--- config.mk ---
export PLATFORM = sky130hd
export DESIGN_NAME = gimb_phase
export DESIGN_NICKNAME = d
export VERILOG_FILES = /design/src/gimb_pkg.sv /design/src/gimb_phase.sv
export SDC_FILE = /design/constraint.sdc
export NUM_CORES = 2
export LEC_CHECK = 0
export BUFFER_PORTS_ARGS = -buffer_cell sky130_fd_sc_hd__buf_2
export CORE_MARGIN = 3
export CORE_UTILIZATION = 60
export CTS_CLUSTER_DIAMETER = 60
export DETAILED_ROUTE_END_ITERATION = 10
export GPL_TIMING_DRIVEN = 0
export HOLD_SLACK_MARGIN = 0.15
export PLACE_DENSITY = 0.84
export SYNTH_ARGS = -nofsm -noshare
export SYNTH_HDL_FRONTEND = slang
export SYNTH_SLANG_ARGS = --single-unit
export TNS_END_PERCENT = 1
--- constraint.sdc ---
create_clock -name i_clk -period 23 [get_ports i_clk]
set_input_delay 0 -clock i_clk [delete_from_list [all_inputs] [get_ports i_clk]]
set_output_delay 0 -clock i_clk [all_outputs]
set_load 0.02 [all_outputs]
--- src/gimb_pkg.sv ---
`timescale 1ns / 1ps
`default_nettype none
// ---------------------------------------------------------------------------
// gimb_pkg
// Shared types, constants and helpers for the gimbal rotation matrix core.
// ---------------------------------------------------------------------------
package gimb_pkg;

    localparam int ANGLE_FRAC_BITS_DEF = 16;
    localparam int COEF_FRAC_BITS_DEF  = 30;
    localparam int CORDIC_STAGES_DEF   = 24;

    localparam int WORK_FRAC = 30;
    localparam int WW        = 34;   // working coefficient width
    localparam int XW        = 43;   // CORDIC x/y width, 40 fraction bits
    localparam int ZW        = 34;   // CORDIC residual width
    localparam int NLANE     = 5;

    localparam logic [63:0] TURN_PER_RAD = 64'h0A2F9836E4E44153;
    localparam logic [63:0] TURN_PER_DEG = 64'd12810238940076078;
    localparam logic signed [XW-1:0] GAIN_Q40 = 43'sd667681663043;
    localparam logic signed [WW-1:0] ONE = 34'sd1073741824;

    typedef logic signed [WW-1:0] t_w;
    typedef t_w [2:0][2:0] t_mat;

    typedef struct packed {
        logic signed [WW-1:0] c;
        logic signed [WW-1:0] s;
    } t_trig;

    typedef t_trig [NLANE-1:0] t_trig_vec;

    typedef struct packed {
        logic signed [XW-1:0] x;
        logic signed [XW-1:0] y;
        logic signed [ZW-1:0] z;
        logic [1:0]           q;
    } t_crd;

    typedef struct packed {
        logic signed [31:0] yaw_angle;
        logic signed [31:0] pitch_angle;
        logic signed [31:0] roll_angle;
        logic signed [31:0] depression_angle;
        logic signed [31:0] azimuth_angle;
    } t_in;

    typedef struct packed {
        logic signed [31:0] m00;
        logic signed [31:0] m01;
        logic signed [31:0] m02;
        logic signed [31:0] m10;
        logic signed [31:0] m11;
        logic signed [31:0] m12;
        logic signed [31:0] m20;
        logic signed [31:0] m21;
        logic signed [31:0] m22;
    } t_out;

    function automatic logic [29:0] atan_val(input int idx);
        logic [29:0] v;
        case (idx)
            0: v = 30'd536870912;  1: v = 30'd316933406;  2: v = 30'd167458907;
            3: v = 30'd85004756;   4: v = 30'd42667331;   5: v = 30'd21354465;
            6: v = 30'd10679838;   7: v = 30'd5340245;    8: v = 30'd2670163;
            9: v = 30'd1335087;   10: v = 30'd667544;    11: v = 30'd333772;
            12: v = 30'd166886;   13: v = 30'd83443;     14: v = 30'd41722;
            15: v = 30'd20861;    16: v = 30'd10430;     17: v = 30'd5215;
            18: v = 30'd2608;     19: v = 30'd1304;      20: v = 30'd652;
            21: v = 30'd326;      22: v = 30'd163;       23: v = 30'd81;
            24: v = 30'd41;       25: v = 30'd20;        26: v = 30'd10;
            27: v = 30'd5;        28: v = 30'd3;         29: v = 30'd1;
            30: v = 30'd1;
            default: v = 30'd0;
        endcase
        return v;
    endfunction

    function automatic t_mat rot_x(input t_trig t);
        t_mat m;
        m[0][0] = ONE; m[0][1] = '0;   m[0][2] = '0;
        m[1][0] = '0;  m[1][1] = t.c;  m[1][2] = t.s;
        m[2][0] = '0;  m[2][1] = -t.s; m[2][2] = t.c;
        return m;
    endfunction

    function automatic t_mat rot_y(input t_trig t);
        t_mat m;
        m[0][0] = t.c; m[0][1] = '0;   m[0][2] = -t.s;
        m[1][0] = '0;  m[1][1] = ONE;  m[1][2] = '0;
        m[2][0] = t.s; m[2][1] = '0;   m[2][2] = t.c;
        return m;
    endfunction

    function automatic t_mat rot_z(input t_trig t);
        t_mat m;
        m[0][0] = t.c;  m[0][1] = t.s; m[0][2] = '0;
        m[1][0] = -t.s; m[1][1] = t.c; m[1][2] = '0;
        m[2][0] = '0;   m[2][1] = '0;  m[2][2] = ONE;
        return m;
    endfunction

endpackage
`default_nettype wire

--- src/gimb_phase.sv ---
`timescale 1ns / 1ps
`default_nettype none
// ---------------------------------------------------------------------------
// gimb_phase
// Converts a fixed point angle to a 32-bit phase, two register stages.
// ---------------------------------------------------------------------------
module gimb_phase #(
    parameter int ANGLE_FRAC_BITS = gimb_pkg::ANGLE_FRAC_BITS_DEF
) (
    input  wire logic               i_clk,
    input  wire logic               i_unit,
    input  wire logic signed [31:0] i_angle,
    output logic [31:0]             o_phase
);
    logic [63:0] w_c;
    logic signed [64:0] w_plo, w_phi;
    logic signed [63:0] r_plo, r_phi;
    logic [63:0] w_mid;

    assign w_c   = i_unit ? gimb_pkg::TURN_PER_DEG : gimb_pkg::TURN_PER_RAD;
    assign w_plo = i_angle * $signed({1'b0, w_c[31:0]});
    assign w_phi = i_angle * $signed({1'b0, w_c[63:32]});

    always_ff @(posedge i_clk) begin
        r_plo <= w_plo[63:0];
        r_phi <= w_phi[63:0];
    end

    assign w_mid = r_phi + {{32{r_plo[63]}}, r_plo[63:32]};

    always_ff @(posedge i_clk) begin
        o_phase <= w_mid[ANGLE_FRAC_BITS-2 +: 32];
    end
endmodule
`default_nettype wire

==> flow_metrics.env <==
export IMPL_detail_route_vias_per_cell=5.56
export IMPL_cts_root_to_sink_buffers=2
export IMPL_post_route_cells_drive_above_1_share_pct=2.59
export IMPL_antenna_violating_nets_post_route=0
export IMPL_synth_fa_ha_area_share_pct=67.4
export IMPL_grt_pass1_vias=32846
export IMPL_final_period_minus_worst_setup_slack_ns=12.58
export IMPL_hold_depth=4
export IMPL_place_port_buffers=65
export IMPL_path_max_fanout=10
export IMPL_ys_warn_count=0
export IMPL_stdcell_count=5453
export IMPL_combinational_family_with_the_most_area_after_synthesis="adder cells"
export IMPL_hold_path_end="r_phi[1]$_DFF_P_"
export IMPL_routed_wirelength_um=134000
export IMPL_post_place_ws_ns=10.79
export IMPL_grt_first_pass_wirelength_um=201000
export IMPL_cts_clk_slew_worst_paths_ns=0.08
export IMPL_drv_cap=0
export IMPL_synthSimpleGateAreaFrac_pct=4.71
export IMPL_post_drt_wl_per_cell_um=24.7
export IMPL_synth_ff_latch_count=108
export IMPL_detailedRoute_firstPassIterationCount=6
export IMPL_critPathArrivalTime_ns=12.83
export IMPL_fillCellCount=5832
export IMPL_die_width_um=274
export IMPL_post_cts_resize_count=0
export IMPL_critical_path_slowest_cell="clkbuf_1"
export IMPL_crit_path_launch_type="primary input"
export IMPL_fin_tns_setup_ns=0
export IMPL_dp_hpwl_um=119000
export IMPL_floorplan_rows=97
export IMPL_core_area_um2=70600
export IMPL_post_synthesis_xor_xnor_area_fraction_pct=3.33
export IMPL_die_h_um=274
export IMPL_synthesized_area_fraction_occupied_by_ao_oa_aoi_and_oai_cells_pct=5.40
export IMPL_cts_hold_fix_buffers=0
export IMPL_sink_count=108
export IMPL_dr_first_iter_drc_count=2859
export IMPL_mappedNetlistArea_um2=43100
export IMPL_most_numerous_cell_on_the_critical_path="fa_1"
export IMPL_dominantRegCellSynth="dfxtp_1"
export IMPL_initial_core_util_pct=61.1
export IMPL_pin_count=66
export IMPL_hold_path_startpoint="i_angle[0]"
export IMPL_worst_r2r_path_depth=11
export IMPL_syn_area_per_cell_um2=9.83
export IMPL_yosys_mux_area_fraction_pct=0.0464
export IMPL_htreeDepth=3
export IMPL_die_area_um2=75200
export IMPL_worst_path_largest_cell_delay_ns=1.08
export IMPL_route_detailed_drc=0
export IMPL_synthDistinctLibCells=71
export IMPL_critPathKind="in2reg"
export IMPL_groute_usage_overall_pct=37.3
export IMPL_number_of_enable_type_register_cells_in_the_synthesized_netlist=0
export IMPL_postCtsSetupBuffers=0
export IMPL_final_min_period_over_clock_period_pct=54.7
export IMPL_cts_tree="yes"
export IMPL_setup_viol_count_final=0
export IMPL_fmax_ghz=0.0795
export IMPL_flow_area_growth_from_synthesis_pct=4.79
export IMPL_dp_cells=5437
export IMPL_timing_rr_start="r_plo[34]$_DFF_P_"
export IMPL_clk_insertion_delay_late_ns=0.37
export IMPL_netlist_instances=4387
export IMPL_timing_hold_violations_final=0
export IMPL_endpoint_of_the_lowest_slack_register_to_register_path="o_phase[26]$_DFF_P_"
export IMPL_final_setup_skew_ns=0.00755
export IMPL_cp_end_kind="flip-flop"
export IMPL_globalRoute_totalOverflow=0
export IMPL_initial_antenna_violation_count=2
export IMPL_rsz0062_at_grt="false"
export IMPL_ys_seq_area_share_pct=5.01
export IMPL_place_gp_congestion=1.06
export IMPL_min_path_type="in2reg"
export IMPL_setup_reg_to_reg_worst_slack_ns=19.06
export IMPL_final_critical_path_setup_slack_ns=10.42
export IMPL_async_reset_ff_share_pct=0
export IMPL_tritoncts_num_buffers=9
export IMPL_routed_via_count=30331
export IMPL_relSlewSlack_pct=2.94
export IMPL_clk_root_buffer_cell="clkbuf_16"
export IMPL_final_max_slew_violation_count=0
export IMPL_worstMarginPinSlew_ns=1.45
export IMPL_nets=6272
export IMPL_largest_net_degree_at_the_start_of_global_routing=20
export IMPL_cp_data_required_time_ns=23.26
export IMPL_status="finished, final reports clean"
## per-stage QoR
step                      hold slack (ns)  util [%]  cell area (um2)
after global placement              0.415      63.4            44800
final                               0.503      64.0            45200
after CTS                           0.492      64.0            45200
after global routing                0.519      64.0            45200
after detailed placement            0.416      63.6            44900
after floorplan                     0.339         -            43300
## metal layers
metal / global-route usage (%) / share of wire [%]
met1: 50.1 / 39
met2: 56.0 / 43
met3: 12.3 / 13
met4: 15.3 / 5.2
met5: 0 / 0.013
## synth_stat cells (all sizes together) (18+ instances only)
cell	number	area (um2)
inv	1562	5860
nor2	106	398
dfxtp	108	2160
xor2	41	359
o21ai	52	260
nand3	22	110
and3	18	113
o21bai	18	135
a21oi	98	494
nor2b	24	150
ha	739	9250
nor3	25	125
clkbuf	48	180
nand2b	37	231
and2	19	120
fa	991	19800
xnor2	123	1080
a21o	76	571
nand2	114	428
## how the worst max path moves through the flow
stage / from / end / slack (ns) / cells after the start
floorplan: i_unit / r_plo[46]$_DFF_P_ / 15.34 / 28
CTS: i_unit / r_plo[61]$_DFF_P_ / 11.10 / 32
finish: i_unit / r_plo[61]$_DFF_P_ / 10.42 / 30
global placement: i_unit / r_plo[61]$_DFF_P_ / 10.05 / 31
global route: i_unit / r_plo[61]$_DFF_P_ / 10.45 / 32
detailed placement: i_unit / r_plo[61]$_DFF_P_ / 10.79 / 32
## state kept, by name, indices dropped and copies added (netlist names)
register,cells
o_phase,32
r_phi,45
r_plo,31
## layout by cell type (no fill, tap or decap), types with 4 or more instances in the layout
cell,Yosys,final
inv_1,1561,1561
fa_1,991,991
ha_1,739,739
xnor2_1,123,123
nand2_1,114,114
dfxtp_1,108,108
nor2_1,106,102
a21oi_1,97,97
a21o_1,76,76
buf_2,0,65
o21ai_0,51,50
clkbuf_1,48,48
xor2_1,41,41
conb_1,2,41
nand2b_1,37,37
nor3_1,25,25
nor2b_1,24,23
nand3_1,22,22
o21bai_1,18,18
and2_1,18,18
and3_1,18,18
nand4_1,17,17
a31oi_1,16,16
or2_2,15,15
o211ai_1,9,9
clkbuf_16,0,9
o21a_1,7,7
a211oi_1,7,7
nor4_1,7,7
o31ai_1,6,6
and4_1,6,6
a211o_1,6,6
or3_1,5,5
a221o_1,5,5
nor2_2,0,4
a221oi_1,5,4
o31a_1,4,4
## logic make-up after synthesis
| group | Yosys count |
|---|---|
| other | 2 |
| muxes | 2 |
| buffers and inverters | 1614 |
| and+or+nand+nor | 419 |
| xor gates and xnor gates | 164 |
| adders and majority gates | 1730 |
| DFF | 108 |
| AOI/OAI and AO/OA | 348 |
## area by class of cell
type,instances,area (um2),share of cell area [%]
buffer,51,199,0.440
antenna,1,2.50,0.00554
clock inverter,6,78.8,0.174
timing repair buffer,71,409,0.905
sequential,108,2160,4.78
inverter,1563,5870,13.0
tap,940,1180,2.60
multi-input combinational,2704,35100,77.6
clock buffer,9,225,0.498
## worst max-delay path: cells and delay by family
kind / cells / cell delay (ns)
fa+ha+maj: 9 / 4.28
buf+inv: 10 / 4.32
simple gates: 1 / 0.62
compound gates: 9 / 3.43
xor+xnor: 1 / 0.14
Power is left out: the tool's default activity adds up to more than one toggle a clock period on the data nets, which glitch-free logic cannot reach.
