<file path="src/gimb_pkg.sv">
`timescale 1ns / 1ps
`default_nettype none
// ---------------------------------------------------------------------------
// gimb_pkg
// Shared types, constants and helpers for the gimbal rotation matrix core.
// ---------------------------------------------------------------------------
package gimb_pkg;

    localparam int ANGLE_FRAC_BITS_DEF = 16;
    localparam int COEF_FRAC_BITS_DEF  = 30;
    localparam int CORDIC_STAGES_DEF   = 24;

    localparam int WORK_FRAC = 30;
    localparam int WW        = 34;   // working coefficient width
    localparam int XW        = 43;   // CORDIC x/y width, 40 fraction bits
    localparam int ZW        = 34;   // CORDIC residual width
    localparam int NLANE     = 5;

    localparam logic [63:0] TURN_PER_RAD = 64'h0A2F9836E4E44153;
    localparam logic [63:0] TURN_PER_DEG = 64'd12810238940076078;
    localparam logic signed [XW-1:0] GAIN_Q40 = 43'sd667681663043;
    localparam logic signed [WW-1:0] ONE = 34'sd1073741824;

    typedef logic signed [WW-1:0] t_w;
    typedef t_w [2:0][2:0] t_mat;

    typedef struct packed {
        logic signed [WW-1:0] c;
        logic signed [WW-1:0] s;
    } t_trig;

    typedef t_trig [NLANE-1:0] t_trig_vec;

    typedef struct packed {
        logic signed [XW-1:0] x;
        logic signed [XW-1:0] y;
        logic signed [ZW-1:0] z;
        logic [1:0]           q;
    } t_crd;

    typedef struct packed {
        logic signed [31:0] yaw_angle;
        logic signed [31:0] pitch_angle;
        logic signed [31:0] roll_angle;
        logic signed [31:0] depression_angle;
        logic signed [31:0] azimuth_angle;
    } t_in;

    typedef struct packed {
        logic signed [31:0] m00;
        logic signed [31:0] m01;
        logic signed [31:0] m02;
        logic signed [31:0] m10;
        logic signed [31:0] m11;
        logic signed [31:0] m12;
        logic signed [31:0] m20;
        logic signed [31:0] m21;
        logic signed [31:0] m22;
    } t_out;

    function automatic logic [29:0] atan_val(input int idx);
        logic [29:0] v;
        case (idx)
            0: v = 30'd536870912;  1: v = 30'd316933406;  2: v = 30'd167458907;
            3: v = 30'd85004756;   4: v = 30'd42667331;   5: v = 30'd21354465;
            6: v = 30'd10679838;   7: v = 30'd5340245;    8: v = 30'd2670163;
            9: v = 30'd1335087;   10: v = 30'd667544;    11: v = 30'd333772;
            12: v = 30'd166886;   13: v = 30'd83443;     14: v = 30'd41722;
            15: v = 30'd20861;    16: v = 30'd10430;     17: v = 30'd5215;
            18: v = 30'd2608;     19: v = 30'd1304;      20: v = 30'd652;
            21: v = 30'd326;      22: v = 30'd163;       23: v = 30'd81;
            24: v = 30'd41;       25: v = 30'd20;        26: v = 30'd10;
            27: v = 30'd5;        28: v = 30'd3;         29: v = 30'd1;
            30: v = 30'd1;
            default: v = 30'd0;
        endcase
        return v;
    endfunction

    function automatic t_mat rot_x(input t_trig t);
        t_mat m;
        m[0][0] = ONE; m[0][1] = '0;   m[0][2] = '0;
        m[1][0] = '0;  m[1][1] = t.c;  m[1][2] = t.s;
        m[2][0] = '0;  m[2][1] = -t.s; m[2][2] = t.c;
        return m;
    endfunction

    function automatic t_mat rot_y(input t_trig t);
        t_mat m;
        m[0][0] = t.c; m[0][1] = '0;   m[0][2] = -t.s;
        m[1][0] = '0;  m[1][1] = ONE;  m[1][2] = '0;
        m[2][0] = t.s; m[2][1] = '0;   m[2][2] = t.c;
        return m;
    endfunction

    function automatic t_mat rot_z(input t_trig t);
        t_mat m;
        m[0][0] = t.c;  m[0][1] = t.s; m[0][2] = '0;
        m[1][0] = -t.s; m[1][1] = t.c; m[1][2] = '0;
        m[2][0] = '0;   m[2][1] = '0;  m[2][2] = ONE;
        return m;
    endfunction

endpackage
`default_nettype wire

</file>
<file path="src/gimb_cordic_cell.sv">
`timescale 1ns / 1ps
`default_nettype none
// ---------------------------------------------------------------------------
// gimb_cordic_cell
// One rotation-mode CORDIC iteration, registered.
// ---------------------------------------------------------------------------
module gimb_cordic_cell #(
    parameter int IDX = 0
) (
    input  wire logic            i_clk,
    input  wire gimb_pkg::t_crd  i_d,
    output gimb_pkg::t_crd       o_d
);
    localparam logic signed [gimb_pkg::ZW-1:0] ATAN =
        $signed({{(gimb_pkg::ZW-30){1'b0}}, gimb_pkg::atan_val(IDX)});

    logic signed [gimb_pkg::XW-1:0] w_xs, w_ys;
    gimb_pkg::t_crd n_d;

    assign w_xs = i_d.x >>> IDX;
    assign w_ys = i_d.y >>> IDX;

    always_comb begin
        n_d = i_d;
        if (!i_d.z[gimb_pkg::ZW-1]) begin
            n_d.x = i_d.x - w_ys;
            n_d.y = i_d.y + w_xs;
            n_d.z = i_d.z - ATAN;
        end else begin
            n_d.x = i_d.x + w_ys;
            n_d.y = i_d.y - w_xs;
            n_d.z = i_d.z + ATAN;
        end
    end

    always_ff @(posedge i_clk) begin
        o_d <= n_d;
    end
endmodule
`default_nettype wire

</file>
<file path="config.mk">
export PLATFORM = sky130hd
export DESIGN_NAME = gimb_cordic_cell
export DESIGN_NICKNAME = d
export VERILOG_FILES = /design/src/gimb_pkg.sv /design/src/gimb_cordic_cell.sv
export SDC_FILE = /design/constraint.sdc
export NUM_CORES = 1
export LEC_CHECK = 0
export ABC_AREA = 0
export ABC_CLOCK_PERIOD_IN_PS = 4000
export BUFFER_PORTS_ARGS = -buffer_cell sky130_fd_sc_hd__buf_2
export CAP_MARGIN = 20
export CELL_PAD_IN_SITES_DETAIL_PLACEMENT = 1
export CELL_PAD_IN_SITES_GLOBAL_PLACEMENT = 1
export CORE_ASPECT_RATIO = 0.8
export CORE_MARGIN = 2
export CORE_UTILIZATION = 40
export CTS_CLUSTER_SIZE = 30
export DETAILED_ROUTE_END_ITERATION = 16
export PLACE_DENSITY_LB_ADDON = 0.08
export SYNTH_ARGS = -nofsm -noshare
export SYNTH_HDL_FRONTEND = slang
export SYNTH_SLANG_ARGS = --single-unit
</file>
<file path="constraint.sdc">
create_clock -name i_clk -period 4 [get_ports i_clk]
set_clock_uncertainty 0.2 [all_clocks]
set_input_delay 0.4 -clock i_clk [delete_from_list [all_inputs] [get_ports i_clk]]
set_output_delay 0.4 -clock i_clk [all_outputs]
set_load 0.005 [all_outputs]
</file>
==> results of run 1 <==
-- kinds of logic after synthesis --
kind of cell	count (synthesis)
muxes	20
AOI/OAI and AO/OA	485
buffers and inverters	189
DFF	121
adders and majority gates	133
and+or+nand+nor	294
xor gates and xnor gates	85
-- power by group --
group / internal, W / total [W] / leakage (nW) / switching [W]
sequential: 0.00144 / 0.00152 / 1.02 / 0.0000811
combinational: 0.000741 / 0.00186 / 4.84 / 0.00112
clock: 0.00104 / 0.00171 / 0.305 / 0.000665
-- stage by stage --
step           TNS [ns]  instance area, um2  instances
5_1_grt               0               12900       1953
3_5_place_dp     -0.158               11900       1889
3_3_place_gp          0               11900       1889
2_1_floorplan         0               10100       1327
6_report              0               12900       1953
4_1_cts               0               12900       1953
-- metal layers --
| metal | vias up | routed length [um] |
|---|---|---|
| met5 | - | 13 |
| met4 | 2 | 1060 |
| met3 | 71 | 3540 |
| met1 | 5344 | 19600 |
| met2 | 479 | 18800 |
| li1 | 5216 | - |
-- cell type report --
| cell class | count | area (um2) |
|---|---|---|
| Clock buffer | 21 | 470 |
| Multi-Input combinational cell | 1017 | 6950 |
| Tap cell | 318 | 398 |
| Inverter | 130 | 488 |
| Fill cell | 3121 | 11700 |
| Timing Repair Buffer | 335 | 1990 |
| Clock inverter | 11 | 159 |
| Sequential cell | 121 | 2420 |
-- worst paths after layout --
| check | to | cells after the start |
|---|---|---|
| setup / recovery | o_d[77] | 13 |
| hold / removal | o_d[35] | 3 |
-- cell usage in the layout, fill, tap and decap left out, types with 10 or more instances in the layout --
cell type / synthesis / final
a211oi_1: 10 / 10
a21o_1: 29 / 29
a21oi_1: 199 / 199
a31oi_1: 10 / 10
buf_2: 5 / 243
buf_4: 2 / 60
clkbuf_16: 0 / 17
dfxtp_1: 121 / 121
dlygate4sd3_1: 0 / 32
ha_1: 129 / 129
inv_1: 128 / 128
mux2i_1: 19 / 19
nand2_1: 82 / 82
nand3_1: 16 / 16
nand4_1: 16 / 16
nor2_1: 107 / 107
nor2b_1: 15 / 15
nor3_1: 16 / 16
nor4_1: 10 / 10
o211ai_1: 17 / 17
o21a_1: 12 / 12
o21ai_0: 102 / 102
o21bai_1: 33 / 33
o31ai_1: 15 / 15
xnor2_1: 73 / 73
xor2_1: 12 / 12
==> run summary, run 1 <==
Clock tree buffer depth -> 2
IO Count -> 245
CP cell instances -> buf_2, inv_1, ha_1, or4_1, or4_1, a31oi_2, nor3_2, a31oi_2, a41o_1, a311oi_1, o211ai_1, a22oi_1, xnor2_1
Worst path max stage delay -> 0.61 ns
Hold_sp -> i_d[34]
Mapped Avg Cell Area -> 7.61 um2
Synth top area share -> 0.240
Distinct cells, synth -> 64
Setup WS pre-CTS -> -0.0950 ns
Met1 GRT Util -> 0.438
Final Setup Violations -> 0
Post-Synth Simple-Gate Area -> 0.133
Std-Cell Core Area -> 24,600 um2
Number of flops mapped to enable cells by yosys -> 0
Multiplexer area fraction after synthesis -> 0.0200
Cts hold-fix bufs -> 32
DR vias -> 11.1k
Max_slew headroom -> 0.337
P&R area growth vs syn -> 27.5%
Area leader, netlist -> dfxtp_1
Peak supply drop -> 0.320 mV
WL final -> 43.0 mm
Final min period -> 3.76 ns
Worst Path Max Fanout -> 3
# DRC -> 0
Crit. End Element -> flop
Worst path required time -> 4.13 ns
Std-Cell Rows -> 51
Register area share after synthesis -> 0.240
Synthesis Warnings -> 0
Max reg flops -> 121
Post-Synth Adder-Cell Area -> 0.168
Drt wl/cell -> 22.0 um
Maxcap violations -> 0
Crit path arrival time -> 3.89 ns
Diode count -> 0
IO buf count -> 244
Fin. Hold Viols -> 0
Largest Register -> o_d
Total global-route track usage -> 0.318
Top post-synthesis cells by area -> dfxtp_1 24%, ha_1 16%, a21oi_1 9.9%, xnor2_1 6.3%, o21ai_0 5.1%
Mapped cell area -> 10,100 um2
CP bufs+invs -> 2
Iteration-0 DRC Markers -> 905
Fin worst setup slack -> 0.236 ns
Antenna violations before repair -> 1
Xor/xnor share of the synthesized area -> 0.0737
Final worst-path cycle share -> 0.941
Final Wtd Congestion -> 0.957
PD cells -> 395 nW/um2
CP delay by family, top -> compound AO/OA/AOI/OAI gates
Leakage -> 6.16 nW
Unrepaired setup endpoints after global routing -> false
Fin Hold WS -> 0.0620 ns
First-pass GRT wire length -> 65.2 mm
Vias in the first global route -> 11.2k
Slew at the pin closest to its max-slew limit -> 0.989 ns
Largest family of logic cells by synthesized area -> compound AO/OA/AOI/OAI gates
CP max-delay cell -> or4_1
Share of synthesized registers carrying an async set or reset -> 0
Worst Hold Class -> primary input to flop
Starting Density -> 0.411
Met3 Usage GRT -> 0.0728
Met2 usage -> 0.494
Most common cell in the netlist -> a21oi_1
Die width -> 182 um
Compound-cell area share of the yosys netlist -> 0.294
Fin util -> 0.524
Resized Gates After CTS -> 0
Layout cells sized above 1 -> 0.215
Synth Flop Type -> dfxtp_1
Syn Nets -> 1,583
Worst Setup SP -> i_d[48]
Final #Nets -> 1,878
Post-CTS Setup Inserts -> 0
Die Height -> 146 um
Syn Inst Count -> 1,327
DP HPWL -> 33.6 mm
CTS H-tree depth -> 4
Tot Pwr -> 0.00509 W
Clock tree sinks -> 121
Synthesized flop and latch total -> 121
Largest net degree at the start of global routing -> 59
Gr busiest metal -> met2
CTS tree -> yes
CTS Root Cell -> clkbuf_16
Fmax -> 266 MHz
TritonRoute pass-1 iters -> 5
Top Registers -> o_d x121
Die ar. -> 26,500 um2
Post-route ant nets -> 0
Status -> complete, no violations
Vias per cell -> 5.69
Most common library cells after synthesis -> 199 x a21oi_1, 129 x ha_1, 128 x inv_1
CTS clk-pin slew, worst paths -> 0.06 ns
Nature of the critical path startpoint -> primary input
GRT Residual Overflow -> 0
Slew Viols, Final -> 0
TritonCTS Buffers -> 17
CP Class -> primary input to flop
Note: power is estimated with default switching activity, not from simulation.
==> run 2, diff against run 1 <==
--- a/config.mk
+++ b/config.mk
@@ -9,11 +9,9 @@
 export ABC_CLOCK_PERIOD_IN_PS = 4000
 export BUFFER_PORTS_ARGS = -buffer_cell sky130_fd_sc_hd__buf_2
 export CAP_MARGIN = 20
-export CELL_PAD_IN_SITES_DETAIL_PLACEMENT = 1
-export CELL_PAD_IN_SITES_GLOBAL_PLACEMENT = 1
 export CORE_ASPECT_RATIO = 0.8
 export CORE_MARGIN = 2
-export CORE_UTILIZATION = 40
+export CORE_UTILIZATION = 46
 export CTS_CLUSTER_SIZE = 30
 export DETAILED_ROUTE_END_ITERATION = 16
 export PLACE_DENSITY_LB_ADDON = 0.08
==> run 2 against run 1 <==
Compared with the run above: first-iteration DRC count grew 32%; hold slack lost 0.0060 ns; routed wire length shrank 12%; highest routed layer unchanged.
==> run summary, run 2 (synthesized netlist as in run 1, its figures left out) <==
TritonCTS Buffers -> 17 (unchanged)
Std-Cell Core Area -> 21,600 um2 (-12%)
Final worst-path cycle share -> 0.906 (-0.0348)
CTS H-tree depth -> 4 (unchanged)
Maxcap violations -> 0 (unchanged)
Nature of the critical path startpoint -> primary input
# DRC -> 0 (unchanged)
Die Height -> 137 um (-6.6%)
Final Wtd Congestion -> 1.01 (+5.7%)
Status -> complete, no violations
Vias in the first global route -> 10.1k (-9.9%)
Worst path max stage delay -> 0.59 ns (-0.02 ns)
Post-CTS Setup Inserts -> 0 (unchanged)
Crit path capture -> o_d[77]
DR vias -> 10.8k (-2.4%)
Fillers -> 2,096 (-33%)
Max reg flops -> 121 (unchanged)
Worst Setup SP -> i_d[48]
Final Setup Violations -> 0 (unchanged)
Fin worst setup slack -> 0.375 ns (+0.139 ns)
Std-Cell Rows -> 48 (-5.9%)
Starting Density -> 0.468 (+0.0573)
CP max-delay cell -> or4_1
Vias per cell -> 5.69 (about the same)
Max_slew headroom -> 0.459 (+0.122)
CTS clk-pin slew, worst paths -> 0.06 ns (about the same)
CP bufs+invs -> 2 (unchanged)
Setup_tns -> 0 ns (unchanged)
Setup WS pre-CTS -> 0.0308 ns (+0.126 ns)
Die ar. -> 23,200 um2 (-13%)
Number of cells on the critical path -> 13 (unchanged)
IO Count -> 245 (unchanged)
Worst Path Max Fanout -> 3 (unchanged)
Top Registers -> o_d x121
IO buf count -> 244 (unchanged)
Antenna violations before repair -> 1 (unchanged)
Largest Register -> o_d
Clock tree sinks -> 121 (unchanged)
WL final -> 37.8 mm (-12%)
Leakage -> 6.12 nW (-0.77%)
CP Class -> primary input to flop
Post-route ant nets -> 0 (unchanged)
Worst Hold Class -> primary input to flop
DP HPWL -> 30.0 mm (-11%)
Fin. Hold Viols -> 0 (unchanged)
Worst path required time -> 4.11 ns (-0.02 ns)
Slew Viols, Final -> 0 (unchanged)
Layout cells sized above 1 -> 0.213 (-0.00179)
Footprint of the multi-input gates -> 6950 um2 (unchanged)
Final #Nets -> 1,873 (-0.27%)
Diode count -> 0 (unchanged)
Most common cell after layout, fill and taps aside -> buf_2
Crit path arrival time -> 3.74 ns (-0.15 ns)
CP cell instances -> buf_2, inv_1, ha_1, or4_1, or4_1, a31oi_2, nor3_2, a31oi_2, a41o_1, a311oi_1, o211ai_1, a22oi_1, xnor2_1
GRT Residual Overflow -> 0 (unchanged)
Slew at the pin closest to its max-slew limit -> 0.811 ns (-0.177 ns)
Unrepaired setup endpoints after global routing -> false
Leading cell types in the layout, fill and taps excluded -> 243 x buf_2, 199 x a21oi_1, 129 x ha_1, 128 x inv_1, 121 x dfxtp_1
Final min period -> 3.63 ns (-0.139 ns)
Fmax -> 276 MHz (+3.8%)
TritonRoute pass-1 iters -> 5 (unchanged)
Drt wl/cell -> 19.8 um (-9.9%)
CP delay by family, top -> compound AO/OA/AOI/OAI gates
First-pass GRT wire length -> 56.8 mm (-13%)
FF/Latch Area -> 2420 um2 (unchanged)
Clock tree buffer depth -> 2 (unchanged)
Iteration-0 DRC Markers -> 1,195 (+32%)
Total global-route track usage -> 0.319 (+0.000907)
CTS Root Cell -> clkbuf_16
Peak supply drop -> 0.265 mV (-17%)
P&R area growth vs syn -> 26.1%
Resized Gates After CTS -> 0 (unchanged)
CTS tree -> yes
Crit. End Element -> flop
PD cells -> 383 nW/um2 (-3.0%)
Die width -> 170 um (-6.6%)
Largest net degree at the start of global routing -> 73 (+24%)
## run 2: final cells by class
cell class / count / area share
clock buffers: 17 / 0.0334
clock inverters: 15 / 0.0121
multi-input cells: 1017 / 0.546
repair buffers: 330 / 0.153
flip-flops and latches: 121 / 0.190
inverters: 130 / 0.0383
well taps: 275 / 0.0270
## run 2: metrics by stage
stage	hold WS, ns	area [um2]	power, W	std cells	utilization
after detailed placement	0.304	11800	0.00326	1841	0.549
after global routing	0.0533	12700	0.00512	1905	0.591
after CTS	0.0417	12700	0.00487	1905	0.591
after floorplan	0.228	10100	0.00251	1327	-
final	0.0560	12700	0.00488	1905	0.591
after global placement	0.302	11800	0.00326	1841	0.549
## run 2: per-layer routing
layer  share of wire  GRT usage  wire, um  up-vias
li1                -          -         -     5227
met4           0.018     0.0831       664        2
met1            0.47      0.469     17800     4991
met2            0.42      0.474     15700      569
met3           0.095     0.0633      3580       55
met5         0.00034          0        13        -
## run 2: power breakdown
part           internal (W)  switching (W)
Clock              0.000881       0.000699
Sequential          0.00144      0.0000715
Combinational      0.000734        0.00106
Total               0.00305        0.00183
## run 2: repair_timing
action / in CTS / in global routing
endpoints found under the hold margin: 32 / 0
hold buffers: 32 / 0
setup endpoints to repair: 0 / 0
## run 2: how the worst min path moves through the flow
| stage | cells after the start | start | endpoint |
|---|---|---|---|
| after floorplan | 0 | i_d[0] | o_d[0] |
| after global placement | 1 | i_d[8] | o_d[8] |
| after detailed placement | 1 | i_d[25] | o_d[25] |
| after CTS | 2 | i_d[32] | o_d[32] |
| after global routing | 2 | i_d[32] | o_d[32] |
| final | 2 | i_d[32] | o_d[32] |
==> run 3, diff against run 2 <==
--- a/config.mk
+++ b/config.mk
@@ -5,7 +5,7 @@
 export SDC_FILE = /design/constraint.sdc
 export NUM_CORES = 1
 export LEC_CHECK = 0
-export ABC_AREA = 0
+export ABC_AREA = 1
 export ABC_CLOCK_PERIOD_IN_PS = 4000
 export BUFFER_PORTS_ARGS = -buffer_cell sky130_fd_sc_hd__buf_2
 export CAP_MARGIN = 20
==> run 3 against run 2 <==
Compared with the run above: global-route usage is 2.8 points higher; highest routed layer is now met4; routed wire length up 41%; largest cell class unchanged; sequential power is 5% lower.
==> run summary, run 3 <==
Status -> complete, no violations
Leakage -> 8.73 nW (+43%)
Synthesized flop and latch total -> 121 (unchanged)
Fin. Hold Viols -> 0 (unchanged)
Fillers -> 3,010 (+44%)
Die Height -> 156 um (+14%)
CTS clk-pin slew, worst paths -> 0.08 ns (+0.02 ns)
Final Wtd Congestion -> 1.01 (unchanged)
Logic pwr share -> 0.402 (+0.035)
DP HPWL -> 44.2 mm (+48%)
Iteration-0 DRC Markers -> 1,393 (+17%)
Std-Cell Rows -> 55 (+15%)
Total global-route track usage -> 0.347 (+0.0278)
First-pass GRT wire length -> 80.2 mm (+41%)
Post-place instance area -> 14,600 um2 (+23%)
Syn Inst Count -> 2,262 (+70%)
Unrepaired setup endpoints after global routing -> false
Max reg flops -> 121 (unchanged)
Largest net degree at the start of global routing -> 80 (+9.6%)
Crit path arrival time -> 3.06 ns (-0.68 ns)
Share of synthesized registers carrying an async set or reset -> 0 (unchanged)
Syn Nets -> 2,518 (+59%)
Hold_sp -> i_d[32]
Footprint of the multi-input gates -> 8990 um2 (+29%)
Nature of the critical path startpoint -> primary input
TritonCTS Buffers -> 17 (unchanged)
Number of flops mapped to enable cells by yosys -> 0 (unchanged)
Slew at the pin closest to its max-slew limit -> 1.02 ns (+0.213 ns)
Synthesis Warnings -> 0 (unchanged)
Worst Path Max Fanout -> 5 (+2)
Final Setup Violations -> 0 (unchanged)
CP Class -> primary input to flop
Diode count -> 0 (unchanged)
Antenna violations before repair -> 1 (unchanged)
P_sw -> 0.00218 W (+19%)
CTS tree -> yes
Distinct cells, synth -> 45 (-30%)
CTS H-tree depth -> 4 (unchanged)
Final worst-path cycle share -> 0.730 (-0.176)
Setup_tns -> 0 ns (unchanged)
Mapped cell area -> 13,200 um2 (+31%)
Reg power frac -> 0.280 (-0.029)
Most common cell in the netlist -> nand2_1
P&R area growth vs syn -> 16.8%
Area leader, netlist -> nand2_1
Most common library cells after synthesis -> 744 x nand2_1, 353 x inv_1, 201 x nand3_1
Resized Gates After CTS -> 0 (unchanged)
GRT Residual Overflow -> 0 (unchanged)
Mapped Avg Cell Area -> 5.85 um2 (-23%)
Clock share of power -> 0.318 (-0.006)
Hold path endpoint -> o_d[32]
Final #Nets -> 2,763 (+48%)
Starting Density -> 0.468 (about the same)
Synth Flop Type -> dfxtp_1
Worst path required time -> 4.14 ns (+0.03 ns)
Worst Hold Class -> primary input to flop
DR vias -> 15.3k (+41%)
Largest Register -> o_d
WL final -> 53.2 mm (+41%)
FF/Latch Area -> 2420 um2 (unchanged)
Post-route ant nets -> 0 (unchanged)
Vias in the first global route -> 14.3k (+42%)
Final min period -> 2.92 ns (-0.704 ns)
Sw Share -> 0.425 (+0.0506)
Fmax -> 342 MHz (+24%)
Final Cell Area -> 15,500 um2 (+21%)
Most common cell after layout, fill and taps aside -> nand2_1
Slew Viols, Final -> 0 (unchanged)
Die width -> 194 um (+14%)
CTS Root Cell -> clkbuf_16
TritonRoute pass-1 iters -> 6 (+1)
Layout cells sized above 1 -> 0.165 (-0.0484)
Top Registers -> o_d x121
Pint -> 0.00294 W (-3.7%)
Hold path cells -> 2 (unchanged)
PD cells -> 331 nW/um2 (-14%)
Max_slew headroom -> 0.317 (-0.142)
Vias per cell -> 5.30 (-6.8%)
Crit. End Element -> flop
Clock tree buffer depth -> 2 (unchanged)
Fin Hold WS -> 0.0538 ns (-0.00222 ns)
Std-Cell Core Area -> 28,300 um2 (+31%)
Peak supply drop -> 0.341 mV (+29%)
Synth top area share -> 0.211 (-0.0289)
# DRC -> 0 (unchanged)
Leading cell types in the layout, fill and taps excluded -> 744 x nand2_1, 353 x inv_1, 244 x buf_2, 201 x nand3_1, 194 x nor2_1
Clock tree sinks -> 121 (unchanged)
Maxcap violations -> 0 (unchanged)
IO Count -> 245 (unchanged)
Drt wl/cell -> 18.4 um (-7.2%)
Register area share after synthesis -> 0.183 (-0.0569)
Top post-synthesis cells by area -> nand2_1 21%, dfxtp_1 18%, ha_1 12%, inv_1 10%, nand3_1 7.6%
IO buf count -> 244 (unchanged)
Die ar. -> 30,100 um2 (+30%)
==> run 3: cell types whose count changed in the layout (fill, tap and decap cells not counted), moves of 29 or more <==
cell / previous run / this run
nand3_1: 16 / 201
a21o_1: 29 / 0
buf_4: 55 / 6
nor2_1: 107 / 194
xnor2_1: 73 / 1
nor2_2: 0 / 44
a21oi_1: 199 / 126
inv_1: 128 / 353
nand2_1: 82 / 744
==> run 3: timing repair <==
item,CTS,global route
setup buffers,0,0
hold buffers,32,0
hold endpoints to repair,32,0
==> run 3: area by class of cell <==
cell class | count | share of cell area
clock inverter | 14 | 0.00899
timing repair buffer | 283 | 0.104
tap | 370 | 0.0300
inverter | 374 | 0.0908
multi-input combinational | 1710 | 0.582
clock buffer | 18 | 0.0278
sequential | 121 | 0.157
==> run 3: power by group through the flow <==
stage               Clock, W  Combinational, W  Sequential, W
floorplan                  0           0.00124        0.00149
global placement           0           0.00196        0.00146
detailed placement         0           0.00197        0.00146
CTS                  0.00163           0.00201        0.00143
global route         0.00168           0.00226        0.00145
finish               0.00163           0.00206        0.00143
==> run 3: worst max-delay path by stage <==
stage	from	to	slack [ns]	depth (start not counted)
final	i_d[36]	o_d[64]	1.08	12
after floorplan	i_d[36]	o_d[68]	1.77	13
after global placement	i_d[36]	o_d[56]	0.83	12
after global routing	i_d[36]	o_d[64]	1.03	12
after CTS	i_d[36]	o_d[64]	1.28	12
after detailed placement	i_d[36]	o_d[56]	0.83	12
==> run 3: routing by layer <==
metal | wire length (um) | track usage | up-vias
li1 | - | - | 7516
met2 | 22300 | 0.534 | 715
met4 | 1350 | 0.111 | 0
met1 | 24600 | 0.485 | 7036
met3 | 4900 | 0.0698 | 59
met5 | 0 | 0 | -
==> run 3: critical path, cell delays in order <==
cell and delay [ns]:
buf_2 0.11, inv_1 0.04, ha_1 0.29, fa_1 0.51, o21ai_0 0.63, inv_1 0.31, o211ai_2 0.36, nand2_1 0.12
nand2_1 0.08, nand2_1 0.04, nand3_1 0.08, nand2_1 0.08
==> run 3: cell families (layout without fill, tap and decap cells) <==
kind of cell    count (synthesis)  after routing  synth area share
compound gates                282            282             0.122
xor+xnor                       32             32            0.0212
fa+ha+maj                     133            133             0.128
buf+inv                       431            689             0.137
flops                         121            121             0.183
simple gates                 1263           1263             0.408
==> run 3: per-stage QoR <==
stage / instances / setup WS [ns] / total power [W] / utilization
2_1_floorplan: 2262 / 1.77 / 0.00272 / -
3_3_place_gp: 2826 / 0.830 / 0.00342 / 0.515
3_5_place_dp: 2826 / 0.829 / 0.00343 / 0.515
4_1_cts: 2890 / 1.28 / 0.00508 / 0.546
5_1_grt: 2890 / 1.03 / 0.00539 / 0.546
6_report: 2890 / 1.08 / 0.00512 / 0.546
